<file path="src/rtl/ptm_ram.sv">
// Generic single-port-write, single-read synchronous RAM with registered read.
module ptm_ram #(
  parameter int Width = 32,
  parameter int Depth = 32
) (
  input  logic                     clk_i,
  input  logic                     we_i,
  input  logic [$clog2(Depth)-1:0] waddr_i,
  input  logic [Width-1:0]         wdata_i,
  input  logic [$clog2(Depth)-1:0] raddr_i,
  output logic [Width-1:0]         rdata_o
);
  logic [Width-1:0] mem_q [Depth];

  always_ff @(posedge clk_i) begin
    if (we_i) begin
      mem_q[waddr_i] <= wdata_i;
    end
    rdata_o <= mem_q[raddr_i];
  end
endmodule

</file>
<file path="config.mk">
export PLATFORM = sky130hd
export DESIGN_NAME = ptm_ram
export DESIGN_NICKNAME = d
export VERILOG_FILES = /design/src/rtl/ptm_ram.sv
export SDC_FILE = /design/constraint.sdc
export NUM_CORES = 1
export LEC_CHECK = 0
export BUFFER_PORTS_ARGS = -buffer_cell sky130_fd_sc_hd__buf_2
export CAP_MARGIN = 20
export CELL_PAD_IN_SITES_DETAIL_PLACEMENT = 1
export CELL_PAD_IN_SITES_GLOBAL_PLACEMENT = 1
export CORE_ASPECT_RATIO = 0.75
export CORE_MARGIN = 4
export CORE_UTILIZATION = 58
export DETAILED_ROUTE_END_ITERATION = 8
export PLACE_DENSITY_LB_ADDON = 0.12
export SLEW_MARGIN = 25
export SYNTH_ARGS = -nofsm -noshare
export SYNTH_HDL_FRONTEND = slang
export SYNTH_SLANG_ARGS = --single-unit
</file>
<file path="constraint.sdc">
create_clock -name clk_i -period 5.38 [get_ports clk_i]
set_clock_uncertainty 0.2 [all_clocks]
set_input_delay 0.269 -clock clk_i [delete_from_list [all_inputs] [get_ports clk_i]]
set_output_delay 0.269 -clock clk_i [all_outputs]
set_load 0.005 [all_outputs]
</file>
==> run_results.csv <==
group,metric,value,unit
floorplan,die_h,237,um
logic_synthesis,ys.flop_type,"edfxtp_1",
worst_setup_path,worstPathRequired,5680,ps
timing,final_max_slew_viol_count,0,
cells_and_area,area_growth,14.0,%
clock_network,cts_root_buf,"clkbuf_16",
logic_synthesis,synth_edf_count,1024,
worst_setup_path,criticalPathCategory,"input pin to flop",
global_routing,grt_busiest_layer,"met2",
worst_setup_path,endpoint,"rdata_o[20]",
global_routing,grt_pass1_vias,23483,
clock_network,cts_tree,"yes",
logic_synthesis,synth_most_common_cell,"edfxtp_1",
power_and_ir_drop,power,17.2,mW
logic_synthesis,synth_top_family_by_area,"multiplexers",
timing,post-route-period-util,47.6,%
worst_setup_path,crit_family,"simple AND/OR/NAND/NOR gates",
global_routing,use_met3,6.84,%
drt,routed_wl,112,mm
clock_network,postCtsHoldBufs,32,
clock_network,cts_setup_buffers,0,
worst_setup_path,cp-start-kind,"input pin",
logic_synthesis,synth_xor_area_share,0,%
cells_and_area,drive_gt1_share,13.7,%
worst_setup_path,cp_cell_sequence,"buf_2, and2_4, buf_4, a22o_1, nor3_1, a31oi_1, nand3_1",
logic_synthesis,ys_types,25,
floorplan,ioPinCount,76,
clock_network,clk_pin_slew,60,ps
cells_and_area,multi_input_area,8610,um2
floorplan,rows,83,
power_and_ir_drop,irDropWorstVdd,0.277,mV
floorplan,core_area,68700,um2
drt,num_vias,22094,
logic_synthesis,synthesis.area,40500,um2
logic_synthesis,yosys.area_share.simple,3.10,%
timing,relSlewSlack,28.0,%
logic_synthesis,synth_area_leaders,"edfxtp_1 76%, mux2i_1 13%, a22oi_1 1.8%, dfxtp_1 1.6%, a22o_1 1.4%",
clock_network,numCtsBuffers,97,
global_routing,overflow,0,
drt,drt-pass1-iter-count,7,
drt,final_antenna_net_count,0,
worst_setup_path,crit_path_end_kind,"flop",
logic_synthesis,muxShareOfSynthArea,12.7,%
placement,hpwl,64.6,mm
drt,drtIter0Drc,2703,
logic_synthesis,ys_seq_area_share,77.5,%
global_routing,met2_usage,48.6,%
cells_and_area,antenna_cells,0,
min_path,hold_path_class,"input pin to flop",
worst_setup_path,startpoint,"raddr_i[1]",
timing,fmax,390,MHz
timing,tightest_slew,1080,ps
clock_network,htreeDepth,3,
logic_synthesis,synthArstFlopShare,0,%
clock_network,cts_resized,0,
floorplan,die_w,313,um
worst_setup_path,rr_worst_depth,5,
logic_synthesis,synth_top_area_share,76.0,%
drt,routed_via_density,6.45,
logic_synthesis,synth-compound-area-share,4.85,%
logic_synthesis,synth_common_cells,"1024 x edfxtp_1, 512 x mux2i_1, 98 x nand2_1, 98 x nand3_1",
logic_synthesis,synthCells,2260,
global_routing,grt_pass1_wl,162,mm
logic_synthesis,syn_nets,2304,
clock_network,clk_latency,670,ps
drt,drc,0,
placement,gp_congestion,0.781,
worst_setup_path,crit_cells,7,
floorplan,die_area,74100,um2
worst_setup_path,reg2reg_setup_slack,3390,ps
clock_network,clock_path_buffers,3,
min_path,min-delay-start,"raddr_i[2]",
worst_setup_path,r2r_end,"rdata_o[8]",
worst_setup_path,slowest_delay,760,ps
logic_synthesis,syn_area_per_cell,17.9,um2
logic_synthesis,yosys_warnings,0,
timing,setup_viol,0,
clock_network,cts.sinks,1056,
cells_and_area,fillCellCount,5757,
worst_setup_path,worst-path-max-fanout,50,
power_and_ir_drop,p_per_area,373,nW/um2
logic_synthesis,yosys.area.top_type,"edfxtp_1",
drt,routedWlPerCell,32.7,um
global_routing,grt_use_met1,41.6,%
global_routing,grt_max_degree,90,
global_routing,antenna_found_initial,2,
floorplan,start_util,58.9,%
global_routing,grt_usage,30.3,%
timing,fin_tns_setup,0,ps
logic_synthesis,synth_fa_ha_area_share,0,%
cells_and_area,seqCellArea,31400,um2
timing,finalCriticalPeriod,2560,ps
logic_synthesis,synth-seq-cells,1056,
placement,portBuffers,75,
timing,final-hold-violation-count,0,
cells_and_area,final_nets,2454,
worst_setup_path,arrival,2860,ps
worst_setup_path,path_buf_inv,2,
worst_setup_path,worstReg2RegStart,"mem_q[0][8]",
timing,rsz0062_at_grt,"false",
worst_setup_path,crit_slowest_cell,"and2_4",
power_and_ir_drop,leakage,16.1,nW
outcome,outcome,"finished clean",
run,cap_violations,0,
## flip-flops by register name, indices dropped and copies added, names as in the netlist
name,flops
rdata_o,32
mem_q,1024
## worst min path at each step
stage / to / cells past startpoint
2_1_floorplan: mem_q[0][0] / 0
3_3_place_gp: rdata_o[3] / 4
3_5_place_dp: rdata_o[4] / 4
4_1_cts: rdata_o[4] / 6
5_1_grt: rdata_o[4] / 6
6_report: rdata_o[4] / 6
## metal layers
layer,routed length [um],share of wire (%),up-vias
met5,7,0.0062,-
met4,4090,3.6,2
met3,8650,7.7,216
met2,53600,48,1030
met1,45800,41,11564
li1,-,-,9282
## through the flow
step	setup slack (ps)	hold slack (ps)	instances	util (%)	cell area, um2
2_1_floorplan	2480	168	2260	-	40500
3_3_place_gp	2270	382	3192	61.1	42000
4_1_cts	2930	76.4	3422	67.0	46100
3_5_place_dp	2180	394	3210	61.8	42500
5_1_grt	2780	95.4	3426	67.1	46100
6_report	2820	99.4	3426	67.1	46100
## cell families after synthesis
logic type | Yosys count
buffers and inverters | 127
and+or+nand+nor | 277
DFF | 1056
muxes | 512
AOI/OAI and AO/OA | 288
## worst register-to-register path, delay by kind of cell (launching register included)
family / cells / cell delay (ps)
flops: 1 / 320
compound gates: 2 / 390
simple gates: 2 / 960
mux: 1 / 60
## cells in the final DEF, fill, tap and decap left out, drive strengths merged, types with 2 or more instances in the layout
cell and n:
mux2i 512, nand2 98, a22o 64, nand3b 5, a31oi 32, dfxtp 32, nand2b 2, a22oi 96
nor2 34, or3b 3, bufinv 10, dlygate4sd3 32, edfxtp 1024, buf 146, clkinvlp 5, clkbuf 136
nor3 32, clkinv 28, a21oi 96, nand3 98
## where the power goes
part / switching [mW] / total, mW / internal, mW
clock network: 3.01 / 7.11 / 4.10
registers: 0.0500 / 9.19 / 9.14
logic: 0.630 / 0.922 / 0.292
## area by class of cell
cell class / instances / share of cell area [%]
Timing Repair Buffer: 178 / 3.65
Clock buffer: 136 / 6.04
Clock inverter: 44 / 1.08
Tap cell: 935 / 2.54
Multi-Input combinational cell: 1077 / 18.7
Sequential cell: 1056 / 68.0
Note: power is estimated with default switching activity, not from simulation.
