===== src/rtl/ptm_pkg.sv =====
// Package with opcodes, status codes and result types of the playback timeline block.
package ptm_pkg;
  localparam logic [2:0] OP_TICK = 3'd0;
  localparam logic [2:0] OP_PLAY = 3'd1;
  localparam logic [2:0] OP_PAUSE = 3'd2;
  localparam logic [2:0] OP_TOGGLE = 3'd3;
  localparam logic [2:0] OP_SEEK_TIME = 3'd4;
  localparam logic [2:0] OP_SEEK_PIXEL = 3'd5;
  localparam logic [2:0] OP_ADD_MARKER = 3'd6;

  localparam logic [1:0] ST_NONE = 2'd0;
  localparam logic [1:0] ST_ADDED = 2'd1;
  localparam logic [1:0] ST_FULL = 2'd2;
  localparam logic [1:0] ST_PAST_END = 2'd3;

  localparam logic [1:0] REG_LENGTH = 2'd0;
  localparam logic [1:0] REG_WIDTH = 2'd1;
  localparam logic [1:0] REG_SPEED = 2'd2;

  localparam int unsigned SpeedMax = 4096;

  typedef struct packed {
    logic [4:0] added_slot;
    logic [1:0] add_status;
    logic [4:0] prev_index;
    logic       prev_found;
    logic [4:0] next_index;
    logic       next_found;
    logic [15:0] playhead_pixel;
    logic       reached_end;
    logic       is_playing;
    logic [31:0] playhead_now;
  } result_t;

  typedef struct packed {
    logic        start;
    logic [47:0] dividend;
    logic [31:0] divisor;
  } div_req_t;
endpackage


===== src/rtl/ptm_div.sv =====
// Restoring divider, one quotient bit per cycle, 48-bit dividend by 32-bit divisor.
module ptm_div (
  input  logic              clk_i,
  input  logic              rst_ni,
  input  ptm_pkg::div_req_t req_i,
  output logic              busy_o,
  output logic [47:0]       quot_o
);
  logic [47:0] quot_q, quot_d;
  logic [31:0] rem_q, rem_d;
  logic [31:0] dvs_q, dvs_d;
  logic [5:0]  cnt_q, cnt_d;
  logic        busy_q, busy_d;
  logic [32:0] trial;
  logic [32:0] diff;

  always_comb begin
    quot_d = quot_q;
    rem_d = rem_q;
    dvs_d = dvs_q;
    cnt_d = cnt_q;
    busy_d = busy_q;
    trial = '0;
    diff = '0;
    if (req_i.start) begin
      quot_d = req_i.dividend;
      rem_d = '0;
      dvs_d = req_i.divisor;
      cnt_d = 6'd48;
      busy_d = 1'b1;
    end else if (busy_q) begin
      trial = {rem_q, quot_q[47]};
      diff = trial - {1'b0, dvs_q};
      if (trial >= {1'b0, dvs_q}) begin
        rem_d = diff[31:0];
        quot_d = {quot_q[46:0], 1'b1};
      end else begin
        rem_d = trial[31:0];
        quot_d = {quot_q[46:0], 1'b0};
      end
      cnt_d = cnt_q - 6'd1;
      if (cnt_q == 6'd1) begin
        busy_d = 1'b0;
      end
    end
  end

  always_ff @(posedge clk_i or negedge rst_ni) begin
    if (!rst_ni) begin
      busy_q <= 1'b0;
      cnt_q <= '0;
    end else begin
      busy_q <= busy_d;
      cnt_q <= cnt_d;
    end
  end

  always_ff @(posedge clk_i) begin
    quot_q <= quot_d;
    rem_q <= rem_d;
    dvs_q <= dvs_d;
  end

  assign busy_o = busy_q;
  assign quot_o = quot_q;
endmodule


===== config.mk =====
export PLATFORM = sky130hd
export DESIGN_NAME = ptm_div
export DESIGN_NICKNAME = d
export VERILOG_FILES = /design/src/rtl/ptm_pkg.sv /design/src/rtl/ptm_div.sv
export SDC_FILE = /design/constraint.sdc
export NUM_CORES = 1
export LEC_CHECK = 0
export BUFFER_PORTS_ARGS = -buffer_cell sky130_fd_sc_hd__clkbuf_2
export CAP_MARGIN = 10
export CORE_AREA = 2 2 131 133
export DETAILED_ROUTE_END_ITERATION = 8
export DIE_AREA = 0 0 133 135
export HOLD_SLACK_MARGIN = 0.08
export PLACE_DENSITY = 0.73
export SETUP_SLACK_MARGIN = 0.2
export SLEW_MARGIN = 20
export SYNTH_ARGS = -nofsm -noshare
export SYNTH_HDL_FRONTEND = slang
export SYNTH_SLANG_ARGS = --single-unit

===== constraint.sdc =====
create_clock -name clk_i -period 7 [get_ports clk_i]
set_clock_uncertainty 0.05 [all_clocks]
set_input_delay 0.7 -clock clk_i [delete_from_list [all_inputs] [get_ports clk_i]]
set_output_delay 0.7 -clock clk_i [all_outputs]
set_load 0.005 [all_outputs]

==> summary.md, run 1 <==
| Metric | Value |
|---|---|
| Die Wd | roughly 130 um |
| DP Worst Slack | 3.36 ns |
| Antenna Cells | 0 |
| Crit path max fanout | 25 |
| Synthesized area | about 6900 um2 |
| Clk slew on worst S/H paths | approximately 0.070 ns |
| Overall Power | around 2.8 mW |
| Achievable Freq | 275 MHz |
| Distinct cell type count after synthesis | 75 |
| Power per Cell Area | approximately 330 nW/um2 |
| Final hold violations | 0 |
| Final-report max-slew violation count | 0 |
| Clk root buf | clkbuf_16 |
| Critical-path top delay cell | or2_1 |
| Startpoint types | register |
| Routing usage on met3 | 0.0713 |
| Final HPWL DP | 11.7 mm |
| CP Class | reg2reg |
| Core Area | approximately 16000 um2 |
| Ports | 132 |
| Vias in the first global route | around 5300 |
| Fin Hold WS | between 0.3 and 0.4 ns |
| Grt total ovfl | 0 |
| Final setup viols | 0 |
| Syn avg cell area | 10.4 um2 |
| FF+latch count, synth | ~120 |
| Via count | between 5000 and 6000 |
| Critical Path RT | between 7 and 8 ns |
| Die area | roughly 18000 um2 |
| I/O Buffers | 131 |
| Post-Synthesis Cells | between 600 and 700 |
| Gp weighted congestion | a little under 0.9 |
| FP Rows | 47 |
| YS warnings | 0 |
| Largest stage delay, worst path | around 0.9 ns |
| GRT busiest layer | met2 |
| Initial antenna violation count | 0 |
| Commonest cells after routing, fill and taps aside | 130 x clkbuf_2, 80 x edfxtp_1, 68 x nand2_1, 50 x mux2_2, 50 x nor2_1 |
| First-pass GRT wire length | about 27 mm |
| Data arrival, critical path | 3.92 ns |
| Commonest non-fill, non-tap cell in the layout | clkbuf_2 |
| Met2 Use GR | 0.305 |
| Clk buf depth | 2 |
| DRT antenna net count | 0 |
| Syn nets | 780 |
| Initial Util | 0.419 |
| Final min period | roughly 3.6 ns |
| Area leader, netlist | edfxtp_1 |
| Layout cells sized above 1 | 0.300 |
| Setup TNS Final | 0 ns |
| Worst setup EP type | register |
| Synth area leaders | edfxtp_1 35%, dfxtp_1 9.3%, mux2_2 8.2% |
| DR WL/cell | between 15 and 20 um |
| Area Overhead vs Synth | 20.3% |
| Worst path cell trace | inv_1 > ha_1 > a21oi_1 > o21ai_0 > a32oi_1 > nor2b_2 > a21oi_2 > or2_1 > o31ai_1 > a2111oi_2 |
| Leak | roughly 3.6 nW |
| PostCTS Resize Cnt | 0 |
| Largest net degree at the start of global routing | between 80 and 90 |
| Total track usage | 0.192 |
| Pre-Repair DR Iteration Count | 4 |
| Final period utilization | 0.520 |
| Most used DFF post-synth | edfxtp_1 |
| Met1 usage | 0.247 |
| Post-synth EDFFs | 80 |
| Vias per cell | around 5.3 |
| Die Height | about 140 um |
| Unrepaired setup endpoints after global routing | false |
| DRC | 0 |
| Worst min-delay path class | in2reg |
| TritonCTS clock tree | done |
| Synth top area share | 0.349 |
| Htree depth | 4 |
| Seq/Total Area, Yosys | 0.468 |
| Final nets | 901 |
| Worst-case vdd ir drop | between 0.2 and 0.25 mV |
| Asr flop ratio synth | 0.0588 |
| Routed Wire Length | 16.5 mm |
| CTS Sinks | between 100 and 150 |
| Slew @ Worst Pin | between 1 and 1.5 ns |
| Maxcap violations | 0 |
| Post-route worst setup slack | 3.36 ns |
| Relative slew slack | 0.283 |
| CTS Buf Count | 17 |
| Setup repair bufs after CTS | 0 |
| Clk Latency, worst-skew pair | roughly 0.43 ns |
| Initial drt markers | 366 |
| Status | completed |
-- what timing repair did --
item,in CTS,in global routing
endpoints found under the setup margin,0,0
hold endpoints to repair,7,0
hold buffers,1,0
-- worst paths after layout --
check / start / to / slack (ns) / depth (start not counted)
max: dvs_q[10]$_DFFE_PP_ / rem_q[27]$_SDFFE_PP0P_ / 3.36 / 10
min: req_i[20] / dvs_q[20]$_DFFE_PP_ / 0.40 / 1
max reg2reg: dvs_q[10]$_DFFE_PP_ / rem_q[27]$_SDFFE_PP0P_ / 3.36 / 10
min reg2reg: rem_q[2]$_SDFFE_PP0P_ / rem_q[2]$_SDFFE_PP0P_ / 0.43 / 2
max in group asynchronous: rst_ni / cnt_q[3]$_DFFE_PN0P_ / 6.09 / 2
min in group asynchronous: rst_ni / cnt_q[5]$_DFFE_PN0P_ / 0.62 / 2
-- routing by layer --
metal	routed length, um	vias up	part of all wire
met1	7500	2573	0.45
met2	7640	161	0.46
met5	0	-	0
met3	1270	6	0.077
li1	-	2689	-
met4	95	0	0.0058
-- flip-flops by register name, summed over array words and instances, names as in the netlist --
name    cells
cnt_q       6
dvs_q      32
busy_o      1
quot_o     48
rem_q      32
-- power by group --
group | total, mW | leakage (nW) | internal, mW | switching (mW)
Clock | 0.904 | 0.301 | 0.540 | 0.364
Combinational | 0.901 | 2.15 | 0.386 | 0.515
Sequential | 0.955 | 1.16 | 0.873 | 0.0818
Total | 2.76 | 3.62 | 1.80 | 0.961
-- synth_stat cells (8+ instances only) --
cell type	number
nor2_1	50
mux2i_1	8
a311oi_1	14
dfxtp_1	32
a211oi_1	9
or3_1	8
inv_1	43
a21o_1	13
xor2_1	8
nand3_1	11
nand2_1	68
xnor2_1	12
edfxtp_1	80
ha_1	34
mux2_2	50
buf_2	9
a21oi_1	32
and3_1	9
o21ai_0	29
clkbuf_1	15
-- layout make-up --
type	count	area, um2
fillers	1510	8130
well taps	220	275
multi-input cells	463	3300
inverters	45	169
clock buffers	17	425
clock inverters	15	180
repair buffers	137	706
flip-flops and latches	119	3220
-- stage by stage --
step	instances	cell area, um2	utilization
3_5_place_dp	983	7660	0.467
2_1_floorplan	662	6880	-
5_1_grt	1016	8280	0.504
4_1_cts	1016	8280	0.504
3_3_place_gp	983	7660	0.467
6_report	1016	8280	0.504
-- worst max-delay path, delay by kind of cell, from the launching register on --
kind	cells	cell delay [ns]
flip-flops	1	0.32
AO/OA/AOI/OAI	6	1.56
AND/OR/NAND/NOR	2	1.12
buffers and inverters	1	0.04
adder cells (fa/ha/maj)	1	0.46
-- cell families after synthesis --
kind of cell    count (synthesis)  share of synthesized area
mux                            59                     0.0957
buf+inv                        80                     0.0524
compound gates                158                      0.161
fa+ha+maj                      35                     0.0647
simple gates                  191                      0.133
xor+xnor                       20                     0.0255
flops                         119                      0.468
Note: power is estimated with default switching activity, not from simulation.
==> run 2, diff against run 1 <==
--- a/config.mk
+++ b/config.mk
@@ -11,7 +11,7 @@
 export DETAILED_ROUTE_END_ITERATION = 8
 export DIE_AREA = 0 0 133 135
 export HOLD_SLACK_MARGIN = 0.08
-export PLACE_DENSITY = 0.73
+export PLACE_DENSITY = 0.75
 export SETUP_SLACK_MARGIN = 0.2
 export SLEW_MARGIN = 20
 export SYNTH_ARGS = -nofsm -noshare
==> constraint.sdc (replaced) <==
create_clock -name clk_i -period 3 [get_ports clk_i]
set_clock_uncertainty 0.05 [all_clocks]
set_input_delay 0.3 -clock clk_i [delete_from_list [all_inputs] [get_ports clk_i]]
set_output_delay 0.3 -clock clk_i [all_outputs]
set_load 0.005 [all_outputs]
==> run 2 against run 1 <==
- routed wire length increased by 6.1%
- maximum frequency increased by 34%
- first-iteration DRC count increased by 23%
- non-clock buffer count increased by 61
- combinational power increased to 2.9 times the previous value
- core utilization increased by 5.9 points
==> summary.md, run 2 (same netlist as run 1, synthesis figures left out) <==
| Metric | Value |
|---|---|
| Final hold violations | 0 (unchanged) |
| Clk buf depth | 2 (unchanged) |
| Initial Util | 0.419 (unchanged) |
| Max reg flops | 48 (unchanged) |
| Vias in the first global route | 5815 (+8.9%) |
| Area Overhead vs Synth | 34.2% |
| DR WL/cell | 16.2 um (about the same) |
| Clk root buf | clkbuf_16 |
| Gp weighted congestion | 0.916 (+2.7%) |
| Leak | 3.91 nW (+8.0%) |
| I/O Buffers | 131 (unchanged) |
| Final nets | 962 (+6.8%) |
| Pre-Repair DR Iteration Count | 4 (unchanged) |
| Vias per cell | 5.31 (-0.71%) |
| Fin Hold WS | 0.127 ns (-0.273 ns) |
| Data arrival, critical path | 2.96 ns (-0.96 ns) |
| Final min period | 2.72 ns (-0.921 ns) |
| Initial antenna violation count | 0 (unchanged) |
| Initial drt markers | 449 (+23%) |
| Slew @ Worst Pin | 0.744 ns (-0.331 ns) |
| Ports | 132 (unchanged) |
| Layout cells sized above 1 | 0.364 (+0.0638) |
| Final HPWL DP | 12.0 mm (+3.2%) |
| Unrepaired setup endpoints after global routing | true |
| Overall Power | 7.05 mW (+160%) |
| Die Wd | 133 um (unchanged) |
| Final core utilization | 0.563 (+0.0586) |
| Antenna Cells | 0 (unchanged) |
| Setup TNS Final | 0 ns (unchanged) |
| Crit path max fanout | 4 (-84%) |
| Startpoint types | register |
| Htree depth | 4 (unchanged) |
| Status | completed |
| Final setup viols | 0 (unchanged) |
| Commonest non-fill, non-tap cell in the layout | clkbuf_2 |
| Core Area | 16400 um2 (unchanged) |
| Commonest cells after routing, fill and taps aside | 130 x clkbuf_2, 80 x edfxtp_1, 68 x nand2_1, 50 x mux2_2, 50 x nor2_1 |
| CTS Buf Count | 17 (unchanged) |
| First-pass GRT wire length | 28.2 mm (+4.0%) |
| Final period utilization | 0.907 (+0.387) |
| Clk slew on worst S/H paths | 0.06 ns (about the same) |
| Worst-case vdd ir drop | 0.478 mV (+120%) |
| Power per Cell Area | 763 nW/um2 (+130%) |
| Die Height | 135 um (unchanged) |
| Total track usage | 0.200 (+0.00826) |
| Die area | 18000 um2 (unchanged) |
| Clk Latency, worst-skew pair | 0.42 ns (about the same) |
| Final-report max-slew violation count | 0 (unchanged) |
| DRT antenna net count | 0 (unchanged) |
| Largest net degree at the start of global routing | 56 (-31%) |
| Final instance area | 9240 um2 (+12%) |
| Relative slew slack | 0.501 (+0.218) |
| CP Class | reg2reg |
| Via count | 5714 (+5.2%) |
| Routed Wire Length | 17.5 mm (+6.1%) |
| Worst min-delay path class | in2reg |
| Grt total ovfl | 0 (unchanged) |
| TritonCTS clock tree | done |
| CTS Sinks | 119 (unchanged) |
| Maxcap violations | 0 (unchanged) |
| Critical Path RT | 3.24 ns (-4.04 ns) |
| Placed cell area | 7880 um2 (+2.8%) |
| FP Rows | 47 (unchanged) |
| Worst setup EP type | register |
| Achievable Freq | 368 MHz (+34%) |
| DRC | 0 (unchanged) |
[run 2: critical path, stage by stage (launching register included)]
cell and delay, ns:
edfxtp_1 0.40, inv_1 0.08, ha_2 0.20, fa_2 0.25, nor2b_4 0.06, o31ai_4 0.32
a211oi_1 0.12, buf_4 0.16, o21bai_2 0.19, a21boi_1 0.10, or3_1 0.32, a31oi_1 0.24
o21ai_0 0.10
[run 2: where the power goes]
part | total (mW) | internal (mW) | switching (mW) | leakage (nW)
Clock | 2.15 | 1.36 | 0.783 | 0.294
Sequential | 2.26 | 2.04 | 0.224 | 1.16
Combinational | 2.64 | 1.27 | 1.37 | 2.45
Total | 7.05 | 4.67 | 2.38 | 3.91
[run 2: path summary, 6_finish.rpt]
check / start / end / slack [ns] / depth (start not counted)
max: quot_o[47]$_DFFE_PP_ / rem_q[22]$_SDFFE_PP0P_ / 0.28 / 12
min: req_i[42] / quot_o[10]$_DFFE_PP_ / 0.13 / 2
min reg2reg: rem_q[18]$_SDFFE_PP0P_ / rem_q[18]$_SDFFE_PP0P_ / 0.44 / 2
min in group asynchronous: rst_ni / cnt_q[2]$_DFFE_PN0P_ / 0.21 / 2
max in group asynchronous: rst_ni / busy_o$_DFF_PN0_ / 2.52 / 2
max reg2reg: quot_o[47]$_DFFE_PP_ / rem_q[22]$_SDFFE_PP0P_ / 0.28 / 12
[run 2: layout make-up]
| type | count | area [um2] |
|---|---|---|
| clock buffer | 20 | 457 |
| clock inverter | 12 | 165 |
| fill | 1397 | 7170 |
| inverter | 45 | 169 |
| multi-input combinational | 463 | 3660 |
| sequential | 119 | 3220 |
| tap | 220 | 275 |
| timing repair buffer | 198 | 1290 |
[run 2: per-stage QoR]
stage,setup WS [ns],instances
after floorplan,0.241,662
after global placement,0.135,1006
after detailed placement,0.0607,1006
after CTS,0.194,1072
after global routing,0.160,1077
final,0.279,1077
[run 2: routing by layer]
metal / up-vias / routed length [um] / GRT usage
met5: - / 0 / 0
met4: 0 / 194 / 0.0723
met3: 20 / 1290 / 0.0676
met2: 206 / 8400 / 0.334
met1: 2674 / 7610 / 0.241
li1: 2814 / - / -
[run 2: what timing repair did]
| item | 4_1_cts | 5_1_grt |
|---|---|---|
| pin swaps | 3 | 12 |
| endpoints found under the hold margin | 40 | 0 |
| hold buffers | 34 | 0 |
| gates resized for setup | 20 | 49 |
| buffers inserted | 0 | 5 |
| setup endpoints to repair | 10 | 22 |
==> run 3, diff against run 2 <==
--- a/config.mk
+++ b/config.mk
@@ -12,6 +12,7 @@
 export DIE_AREA = 0 0 133 135
 export HOLD_SLACK_MARGIN = 0.08
 export PLACE_DENSITY = 0.75
+export REMOVE_ABC_BUFFERS = 1
 export SETUP_SLACK_MARGIN = 0.2
 export SLEW_MARGIN = 20
 export SYNTH_ARGS = -nofsm -noshare
==> run 3 against run 2 <==
- design area fell by 2.1%
- worst hold slack worse by 0.00066 ns
- critical endpoint is now rem_q[28]$_SDFFE_PP0P_
- sequential share of layout area rose by 0.75 points
- global-route usage grew 0.094 points
- core utilization shrank 1.2 points
- clock power shrank 10%
- clock-buffer cell count is 2 higher
- critical path depth unchanged
- register-to-register slack barely moved
==> summary.md, run 3 (same netlist as run 1, synthesis figures left out) <==
| Metric | Value |
|---|---|
| Die area | 18000 um2 (unchanged) |
| RR Startpoint | quot_o[47]$_DFFE_PP_ |
| CP Class | reg2reg |
| Final hold violations | 0 (unchanged) |
| DRC | 0 (unchanged) |
| Final setup viols | 0 (unchanged) |
| Htree depth | 4 (unchanged) |
| Clk Latency, worst-skew pair | 0.42 ns (about the same) |
| Relative slew slack | 0.502 (+0.000771) |
| Area Overhead vs Synth | 31.4% |
| Vias in the first global route | 5736 (-1.4%) |
| Max reg flops | 48 (unchanged) |
| Worst setup EP type | register |
| Gp weighted congestion | 0.922 (+0.62%) |
| Ports | 132 (unchanged) |
| Largest net degree at the start of global routing | 52 (-7.1%) |
| Maxcap violations | 0 (unchanged) |
| Initial drt markers | 421 (-6.2%) |
| Achievable Freq | 369 MHz (+0.30%) |
| Routed Wire Length | 17.5 mm (+0.13%) |
| Critical Path RT | 3.30 ns (+0.06 ns) |
| FP Rows | 47 (unchanged) |
| Initial Util | 0.419 (unchanged) |
| Initial antenna violation count | 0 (unchanged) |
| Hold_sp | req_i[62] |
| Worst-case vdd ir drop | 0.464 mV (-2.9%) |
| Grt total ovfl | 0 (unchanged) |
| Commonest cells after routing, fill and taps aside | 130 x clkbuf_2, 80 x edfxtp_1, 68 x nand2_1, 50 x mux2_2, 49 x nor2_1 |
| Final period utilization | 0.904 (-0.00269) |
| Clk slew on worst S/H paths | 0.06 ns (about the same) |
| Setup TNS Final | 0 ns (unchanged) |
| Worst min-delay path class | in2reg |
| Die Height | 135 um (unchanged) |
| Leak | 3.86 nW (-1.1%) |
| Final HPWL DP | 12.4 mm (+3.1%) |
| Final nets | 961 (-0.10%) |
| Layout cells sized above 1 | 0.354 (-0.0101) |
| Cells after DPL | 1005 (-0.099%) |
| Overall Power | 6.71 mW (-4.8%) |
| Via count | 5765 (+0.89%) |
| CTS Buf Count | 17 (unchanged) |
| Startpoint types | register |
| Clk root buf | clkbuf_16 |
| Final-report max-slew violation count | 0 (unchanged) |
| Core Area | 16400 um2 (unchanged) |
| Total track usage | 0.201 (+0.000940) |
| Clk buf depth | 2 (unchanged) |
| Power per Cell Area | 742 nW/um2 (-2.7%) |
| DRT antenna net count | 0 (unchanged) |
| Commonest non-fill, non-tap cell in the layout | clkbuf_2 |
| Slew @ Worst Pin | 0.747 ns (+0.00264 ns) |
| I/O Buffers | 131 (unchanged) |
| Status | completed |
| Unrepaired setup endpoints after global routing | true |
| Die Wd | 133 um (unchanged) |
| Crit path max fanout | 4 (unchanged) |
| Pre-Repair DR Iteration Count | 5 (+1) |
| Post-Layout Cell Count | 1076 (-0.093%) |
| Antenna Cells | 0 (unchanged) |
| First-pass GRT wire length | 28.4 mm (+0.86%) |
| DR WL/cell | 16.3 um (+0.22%) |
| Worst setup startpoint | quot_o[47]$_DFFE_PP_ |
| TritonCTS clock tree | done |
| Vias per cell | 5.36 (+0.99%) |
| CTS Sinks | 119 (unchanged) |
| Final min period | 2.71 ns (-0.00808 ns) |
| Data arrival, critical path | 3.01 ns (+0.05 ns) |
==> run 3: cell count changes in the layout (fill, tap and decap cells not counted), sizes merged <==
cell | before | now
clkbuf | 150 | 152
inv | 46 | 44
bufinv | 3 | 1
clkinv | 5 | 7
dlygate4sd3 | 34 | 33
==> run 3: worst paths after layout <==
kind	end	slack, ns	cells after the start
max	rem_q[28]$_SDFFE_PP0P_	0.29	12
min	quot_o[30]$_DFFE_PP_	0.13	2
max reg2reg	rem_q[28]$_SDFFE_PP0P_	0.29	12
min reg2reg	rem_q[4]$_SDFFE_PP0P_	0.44	2
max in group asynchronous	cnt_q[3]$_DFFE_PN0P_	2.53	2
min in group asynchronous	busy_o$_DFF_PN0_	0.20	2
==> run 3: critical path, stage by stage, from the launching register on <==
cell	delay, ns
edfxtp_1	0.36
inv_1	0.05
ha_1	0.22
fa_2	0.38
nor2b_4	0.16
o31ai_4	0.09
a211oi_2	0.27
o21ai_2	0.10
buf_4	0.15
a21oi_1	0.15
a211o_1	0.15
mux2_2	0.34
o21ai_1	0.14
==> run 3: timing repair <==
action	4_1_cts	5_1_grt
gates resized for setup	17	39
hold buffers	33	0
hold endpoints to repair	39	0
setup endpoints to repair	26	33
pin swaps	3	5
setup buffers	4	2
==> run 3: per-layer routing <==
| metal | share of wire | track usage |
|---|---|---|
| met5 | 0 | 0 |
| met4 | 0.019 | 0.0783 |
| met3 | 0.069 | 0.0556 |
| met2 | 0.48 | 0.332 |
| met1 | 0.44 | 0.250 |
==> run 3: report_power, final <==
part	internal (mW)	switching (mW)	total, mW
registers	2.04	0.212	2.25
clock network	1.18	0.751	1.93
logic	1.19	1.33	2.52
==> run 3: area by class of cell <==
type | instances | area [um2]
sequential | 119 | 3220
timing repair buffer | 197 | 1250
clock inverter | 10 | 97.6
tap | 220 | 275
clock buffer | 22 | 464
fill | 1426 | 7370
multi-input combinational | 463 | 3570
inverter | 45 | 169
==> run 3: per-stage QoR <==
stage | setup WS, ns | utilization | hold slack, ns | area, um2
global placement | 0.159 | 0.478 | 0.0960 | 7840
floorplan | 0.00112 | - | -0.0456 | 6690
CTS | 0.201 | 0.539 | 0.113 | 8840
detailed placement | 0.106 | 0.478 | 0.101 | 7840
global route | 0.157 | 0.551 | 0.122 | 9040
finish | 0.287 | 0.551 | 0.126 | 9040
